===== src/bai_pkg.sv =====
// Shared package for the blob autotile index engine.
// Holds sizes, codes, control/status structs and the 256-to-47 mask lookup.
package bai_pkg;

  localparam int MAX_COLS  = 64;
  localparam int MAX_ROWS  = 64;
  localparam int CELL_W    = 6;
  localparam int CFG_W     = 7;
  localparam int CFG_IDX_W = 1;
  localparam int TIDX_W    = 6;
  localparam int ROW_AW    = $clog2(MAX_ROWS);
  localparam int COL_AW    = $clog2(MAX_COLS);
  localparam int CMP_W     = 12;
  localparam int WIN       = 5;
  localparam int NCELL     = 9;
  localparam int STEP_W    = 3;
  localparam int NB_W      = 8;
  localparam int NMASK     = 47;
  localparam int GRID_RESET = 64;

  typedef enum logic [CFG_IDX_W-1:0] {
    CFG_GRID_COLUMNS = 1'b0,
    CFG_GRID_ROWS    = 1'b1
  } cfg_idx_t;

  typedef enum logic {
    MODE_PLACE  = 1'b0,
    MODE_REMOVE = 1'b1
  } mode_t;

  typedef struct packed {
    logic              load;
    logic              rd_issue;
    logic [STEP_W-1:0] rd_off;
    logic              emit;
  } bai_cmd_t;

  typedef struct packed {
    logic pend_any;
    logic pend_last;
    logic out_free;
  } bai_sts_t;

  localparam logic [NB_W-1:0] BLOB_MASKS [NMASK] = '{
    8'd0,   8'd2,   8'd8,   8'd10,  8'd11,  8'd16,  8'd18,  8'd22,
    8'd24,  8'd26,  8'd27,  8'd30,  8'd31,  8'd64,  8'd66,  8'd72,
    8'd74,  8'd75,  8'd80,  8'd82,  8'd86,  8'd88,  8'd90,  8'd91,
    8'd94,  8'd95,  8'd104, 8'd106, 8'd107, 8'd120, 8'd122, 8'd123,
    8'd126, 8'd127, 8'd208, 8'd210, 8'd214, 8'd216, 8'd218, 8'd219,
    8'd222, 8'd223, 8'd248, 8'd250, 8'd251, 8'd254, 8'd255
  };

  // Map a gated 8-neighbor mask to its autotile index.
  function automatic logic [TIDX_W-1:0] blob_index(input logic [NB_W-1:0] mask);
    logic [TIDX_W-1:0] idx;
    idx = '0;
    for (int i = 0; i < NMASK; i++) begin
      if (BLOB_MASKS[i] == mask) idx = TIDX_W'(i);
    end
    return idx;
  endfunction

endpackage


===== src/bai_ctrl.sv =====
// Controller: accepts a request, sequences five row reads, then steps results out.
// Uses bai_pkg for the command and status structs.
module bai_ctrl
  import bai_pkg::*;
(
  input  logic     clk,
  input  logic     rst_n,
  input  logic     in_valid,
  output logic     in_ready,
  input  bai_sts_t sts,
  output bai_cmd_t cmd
);
  typedef enum logic [2:0] {
    S_IDLE = 3'b001,
    S_READ = 3'b010,
    S_EMIT = 3'b100
  } state_t;

  state_t            state_r, state_nxt;
  logic [STEP_W-1:0] step_r, step_nxt;

  assign in_ready = (state_r == S_IDLE);

  always_comb begin
    state_nxt    = state_r;
    step_nxt     = step_r;
    cmd.load     = 1'b0;
    cmd.rd_issue = 1'b0;
    cmd.rd_off   = step_r;
    cmd.emit     = 1'b0;
    case (state_r)
      S_IDLE: begin
        if (in_valid) begin
          cmd.load  = 1'b1;
          step_nxt  = '0;
          state_nxt = S_READ;
        end
      end
      S_READ: begin
        // Issue rows until all five are out, then wait for the last data before moving to S_EMIT.
        if (step_r < STEP_W'(WIN)) begin
          cmd.rd_issue = 1'b1;
          step_nxt     = step_r + STEP_W'(1);
        end else begin
          state_nxt = S_EMIT;
        end
      end
      S_EMIT: begin
        if (!sts.pend_any) begin
          state_nxt = S_IDLE;
        end else if (sts.out_free) begin
          cmd.emit = 1'b1;
          if (sts.pend_last) state_nxt = S_IDLE;
        end
      end
      default: state_nxt = S_IDLE;
    endcase
  end

  always_ff @(posedge clk) begin
    if (!rst_n) begin
      state_r <= S_IDLE;
      step_r  <= '0;
    end else begin
      state_r <= state_nxt;
      step_r  <= step_nxt;
    end
  end
endmodule

===== config.mk =====
export PLATFORM = sky130hd
export DESIGN_NAME = bai_ctrl
export DESIGN_NICKNAME = d
export VERILOG_FILES = /design/src/bai_pkg.sv /design/src/bai_ctrl.sv
export SDC_FILE = /design/constraint.sdc
export NUM_CORES = 1
export LEC_CHECK = 0
export BUFFER_PORTS_ARGS = -buffer_cell sky130_fd_sc_hd__buf_2
export CAP_MARGIN = 20
export CORE_AREA = 2 2 39 41
export CTS_CLUSTER_SIZE = 24
export DETAILED_ROUTE_END_ITERATION = 7
export DIE_AREA = 0 0 41 43
export GPL_TIMING_DRIVEN = 0
export RECOVER_POWER = 50
export SYNTH_ARGS = -nofsm -noshare
export SYNTH_HDL_FRONTEND = slang
export SYNTH_SLANG_ARGS = --single-unit

===== constraint.sdc =====
create_clock -name clk -period 2.2 [get_ports clk]
set_input_delay 0.22 -clock clk [delete_from_list [all_inputs] [get_ports clk]]
set_output_delay 0.22 -clock clk [all_outputs]
set_load 0.03 [all_outputs]

* Yosys cells after proc, flatten, opt, wreduce, memory -nomap -nowiden *
Index checks and enable logic that the tools add are counted.

word-level totals
  bits in registers = 6
  output and inout bits = 7
  word-level logic and storage cells = 31

cells by class
  $add $sub $neg = 1
  magnitude comparators = 1
  equal/unequal tests = 8
  multiplexer cells = 16
  reductions and logical operators = 3

operators by type and width
  kind                                                number
  2-to-1 mux 3 bit                                    7
  case mux 3 bit (3 select lines)                     1
  2-to-1 mux 1 bit                                    7
  inequality test 2 bit (second input constant)       3
  inequality test 3 bit (second input constant)       2
  case mux 3 bit (2 select lines)                     1
  AND reduction 4 bit                                 1
  adder 3 x 1 -> 3 bit (second input constant)        1
  == test 3 x 1 -> 1 bit (second input constant)      1
  == test 3 x 2 -> 1 bit (second input constant)      1
  == test 3 bit (second input constant)               1
  less-than comparator 3 bit (second input constant)  1
  AND reduction 3 bit                                 1
  nonzero test 2 bit                                  1

* Longest topological paths before layout *
Gate-level depths: netlist of run 1.

  word-level depth = 4
  depth in mapped cells = 4
  depth with buffers taken out = 4

* Least setup slack after synthesis of run 1 *
Ideal clock, no wire load.

  path type = register -> output
  start point = reg state_r[2]
  end point = out cmd[0] (netlist name)
  data arrival time = 1285 ps
  data required time = 1980 ps
  setup slack = 695 ps
  stages on the path, launching flop included = 3
  path buffers = 0
  cell sequence = dfxtp_1 > nand3b_1 > nor3b_1

RTL lines
  element                 RTL line        source
  from (decl)             bai_ctrl.sv:19  state_t state_r, state_nxt;
  from (signal assigned)  bai_ctrl.sv:65  state_r <= state_nxt;
  to (decl)               bai_ctrl.sv:11  output bai_cmd_t cmd

==> qor.yml, run 1 <==
io_buffers: 11
synth_seq_cells: 6
status: "finished, final reports clean"
cts_resized: 0
clk_latency_ns: 0.24
hold_viol: 0
routedWlPerCell_um: 10.5
power.density_nw_per_um2: 610
syn_avg_cell_area_um2: 9.79
area_delta_synth_final_pct: 27.4
finalSetupViolations: 0
synth_area_leaders: "dfxtp_1 (36%), nor3b_4 (5.6%), nand4bb_2 (4.9%)"
grtUsageMet3_pct: 3.14
routed_wl_um: 669
cp-start-kind: "flip-flop"
static-leakage-power_uw: 0.000180
setup_tns_ns: 0
crit_chain: "nor3b_4, nand2_1, clkinv_2, buf_2"
most-common-layout-cells: "buf_2 (8), dfxtp_1 (6), clkbuf_1 (4)"
critPathMaxStageDelay_ns: 0.37
grtUsageTotal_pct: 8.62
layout_min_cycle_time_ns: 1.55
drt.antenna.violating_nets: 0
clk_path_buf_depth: 2
tritoncts: "done"
critPathRequiredTime_ns: 1.98
syn-instance-count: 34
intPower_uw: 191
yosysTopAreaCellShare_pct: 36.1
grt_pass1_wl_um: 938
finalCoreUtilization_pct: 30.7
hp-class: "in2reg"
critical_path.endpoint_type: "primary output"
initial_core_util_pct: 24.1
p_sw_uw: 67.8
grt_util_met2_pct: 10.3
drive_gt1_share_pct: 33.3
gp_congestion: 0.603
combPwrFrac_pct: 16.1
yosysWarnings: 0
dp_hpwl_um: 511
cts_inserted_buffers: 3
yosysSeqAreaShare_pct: 36.1
cts.sinks: 6
die_w_um: 41
swShare_pct: 26.2
pwr-share-seq_pct: 45.7
synth_cell_types: 24
final_common_cell: "buf_2"
crit_arrival_ns: 1.33
drc_errors: 0
max_cap_violations: 0
grt_pass1_vias: 257
grt_setup_unrepaired: "false"
crit_fanout: 5
synth_nets: 41
postCtsSetupBuffers: 0
fmax_mhz: 643
fp.dieH_um: 43
busiest_layer: "met4"
die_area_um2: 1760
period_share_pct: 70.6
dr.pass1.iters: 1
grt_max_degree: 10
yosys.area.top_type: "dfxtp_1"
diodes: 0
max_slew_margin_pct: 75.2
synth_area_um2: 333
path_clk_slew_ns: 0.04
vias: 301
gr-usage-met1_pct: 9.27
ioPinCount: 13
core_area_um2: 1380
cpMaxStageDelayCell: "dfxtp_1"
htreeDepth: 1
ctsHoldBuffers: 0
cts_root_buf: "clkbuf_4"
worst_pin_slew_ns: 0.373
viasPerCell: 4.70
path_class: "reg2out"
antenna_found_initial: 0
peakVddDrop_uv: 200
grt_overflow: 0
final.setup_skew_ns: 0.00208
clockPowerShare_pct: 38.2
num_rows: 14
fin_nets: 57
drt-initial-drc-count: 0
maxSlewViolCount: 0
[through the flow]
stage | hold WS [ns] | power [uW] | setup slack (ns) | cell area (um2) | instances
after floorplan | 0.460 | 149 | 0.695 | 333 | 34
after global placement | 0.478 | 162 | 0.918 | 408 | 61
after detailed placement | 0.486 | 162 | 0.917 | 408 | 61
after CTS | 0.299 | 267 | 0.644 | 430 | 64
after global routing | 0.317 | 277 | 0.512 | 424 | 64
final | 0.304 | 259 | 0.646 | 424 | 64
[power groups by stage]
| stage | sequential, uW | combinational (uW) | clock, uW |
|---|---|---|---|
| 2_1_floorplan | 120 | 29.6 | 0 |
| 3_3_place_gp | 120 | 41.6 | 0 |
| 3_5_place_dp | 120 | 42.2 | 0 |
| 4_1_cts | 118 | 42.4 | 106 |
| 5_1_grt | 119 | 44.7 | 114 |
| 6_report | 118 | 41.5 | 98.9 |
[worst paths after layout]
check	start	to	slack, ns	depth (start not counted)
setup / recovery	state_r[1]	cmd[4]	0.65	4
hold reg to reg	step_r[1]	step_r[1]	0.50	2
hold / removal	rst_n	state_r[0]	0.30	2
setup reg to reg	state_r[1]	step_r[0]	1.06	4
[metal layers]
metal | vias to the layer above | part of all wire (%)
li1 | 156 | -
met1 | 135 | 46
met2 | 8 | 47
met3 | 2 | 3.9
met4 | 0 | 2.1
met5 | - | 0
[cells in the mapped netlist]
library cell	n
nand4b_1	1
inv_2	1
a211oi_1	1
ha_1	1
nand4bb_2	1
nand3b_1	2
inv_1	1
a21oi_1	1
dfxtp_1	6
clkinv_2	1
nand3_1	3
o21ai_1	2
o21ai_0	1
nand2_2	1
nand4_1	1
o31ai_2	1
nor3b_1	2
nor3b_4	1
and2b_1	1
clkbuf_1	1
o2111a_1	1
and3_1	1
a21boi_1	1
mux2i_1	1
[kinds of logic after synthesis]
group,count (synthesis),synth area share [%]
and+or+nand+nor,14,34.6
AOI/OAI and AO/OA,8,17.7
DFF,6,36.1
buffers and inverters,4,4.88
muxes,1,3.01
adders and majority gates,1,3.76
[cell type report]
type	count	area, um2
fill	161	960
sequential	6	120
inverter	3	12.5
multi-input combinational	24	194
clock buffer	3	22.5
tap	16	20.0
buffer	1	3.75
timing repair buffer	11	51.3
[flip-flops by register name, indices dropped and copies added, names as in the netlist]
register / count
step_r: 3
state_r: 3
[worst max-delay path, delay by kind of cell, from the launching register on]
kind	cells	cell delay [ns]
DFF	1	0.37
buffers and inverters	2	0.28
and+or+nand+nor	2	0.44
Note: power is estimated with default switching activity, not from simulation.
==> run 2, diff against run 1 <==
Clock period 2.2 ns to 1.3 ns, I/O delays scaled along.
==> run 2 against run 1 <==
  * Power up 83%
  * Sequential power up 69%
  * Largest power group unchanged
  * Critical path type unchanged
  * Final cell count up 9.4%
  * Register-to-register slack worse by 0.89 ns
  * Clock-buffer cell count unchanged
==> qor.yml, run 2 (synthesized netlist as in run 1, its figures left out) <==
vias: 320
crit_start: "state_r[0]"
hold_viol: 0
die_w_um: 41
dp_slack_ns: 0.102
cp_num_buf_inv: 2
most-common-layout-cells: "buf_2 (8), buf_4 (8), nand3_1 (3), clkbuf_4 (3), dfxtp_1 (3)"
cts_root_buf: "clkbuf_4"
htreeDepth: 1
largestRegisters: "state_r (3), step_r (3)"
crit_chain: "nor3b_4, nand2_2, clkinv_2, buf_6"
grt_overflow: 0
die_area_um2: 1760
cp-start-kind: "flip-flop"
final.setup_skew_ns: 0.00840
cts_inserted_buffers: 3
dp_hpwl_um: 501
reg2reg_depth: 4
tritoncts: "done"
dpl_cell_area_um2: 418
grtUsageTotal_pct: 9.93
cp_top_family: "flip-flops"
worst_pin_slew_ns: 0.398
regToRegEndpoint: "state_r[0]"
cpMaxStageDelayCell: "dfxtp_4"
ioPinCount: 13
routed_wl_um: 787
grt_max_degree: 10
critPathRequiredTime_ns: 1.17
io_buffers: 11
fmax_mhz: 792
finalSetupViolations: 0
viasPerCell: 4.57
static-leakage-power_uw: 0.000229
critPathMaxStageDelay_ns: 0.36
intPower_uw: 342
peakVddDrop_uv: 454
hold_slack_ns: 0.212
dr.pass1.iters: 3
worstReg2RegStart: "state_r[1]"
worst_slack_ns: 0.0374
whs_path_depth: 2
max_cap_violations: 0
p_sw_uw: 132
diodes: 0
maxSlewViolCount: 0
grt_pass1_vias: 243
clockPowerShare_pct: 37.5
path_clk_slew_ns: 0.05
finalCoreUtilization_pct: 37.6
routedWlPerCell_um: 11.2
clk_latency_ns: 0.25
max_slew_margin_pct: 73.5
gp_congestion: 0.699
antenna_found_initial: 0
critical_path_depth: 4
rrSetupSlack_ns: 0.17
fp.dieH_um: 43
grt_pass1_wl_mm: 1.07
worstHoldStart: "rst_n"
combPwrFrac_pct: 20.5
min_to: "state_r[0]"
hp-class: "in2reg"
critical_path.endpoint_type: "primary output"
setup_tns_ns: 0
drt.antenna.violating_nets: 0
crit_fanout: 6
crit_arrival_ns: 1.13
status: "finished, final reports clean"
fin_nets: 63
drive_gt1_share_pct: 59.3
pwr-share-seq_pct: 42.0
initial_core_util_pct: 24.1
drt-initial-drc-count: 1
num_rows: 14
design_area_um2: 520
swShare_pct: 27.9
area_delta_synth_final_pct: 56.4
period_share_pct: 97.1
path_class: "reg2out"
drc_errors: 0
clk_path_buf_depth: 2
core_area_um2: 1380
power.density_nw_per_um2: 910
layout_min_cycle_time_ns: 1.26
cts.sinks: 6
[run 2: worst max-delay path by stage]
| stage | to |
|---|---|
| detailed placement | cmd[4] |
| floorplan | step_r[0] |
| CTS | cmd[0] |
| global route | cmd[4] |
| global placement | cmd[4] |
| finish | cmd[4] |
[run 2: power groups by stage]
stage	logic [uW]	clock network, uW	registers [uW]
finish	97.1	178	199
global route	103	206	200
CTS	81.2	188	203
detailed placement	73.4	0	204
global placement	72.2	0	204
floorplan	51.7	0	203
[run 2: layer usage]
layer | up-vias | GRT usage (%) | wire (um)
met5 | - | 0 | 0
li1 | 172 | - | -
met2 | 8 | 11.9 | 372
met4 | 0 | 4.00 | 0
met1 | 140 | 11.9 | 369
met3 | 0 | 9.42 | 45
[run 2: area by class of cell]
class	instances	area, um2
tap	16	20.0
buffer	1	3.75
fill	145	863
multi-input combinational	24	221
clock buffer	3	22.5
inverter	3	12.5
timing repair buffer	17	111
sequential	6	129
[run 2: what timing repair did]
item	CTS	global route
hold buffers	0	0
pin swaps	0	4
setup endpoints to repair	3	3
resized for setup	9	3
setup buffers	1	5
[run 2: per-stage QoR]
step / std cells / power, uW
CTS: 65 / 472
global placement: 61 / 276
detailed placement: 61 / 277
floorplan: 34 / 255
finish: 70 / 474
global route: 70 / 509
[run 2: worst register-to-register path: stages, from the launching register on]
cell and delay, ns:
dfxtp_2 0.33, nand3b_1 0.19, buf_4 0.16, a211oi_1 0.26, o31ai_2 0.08
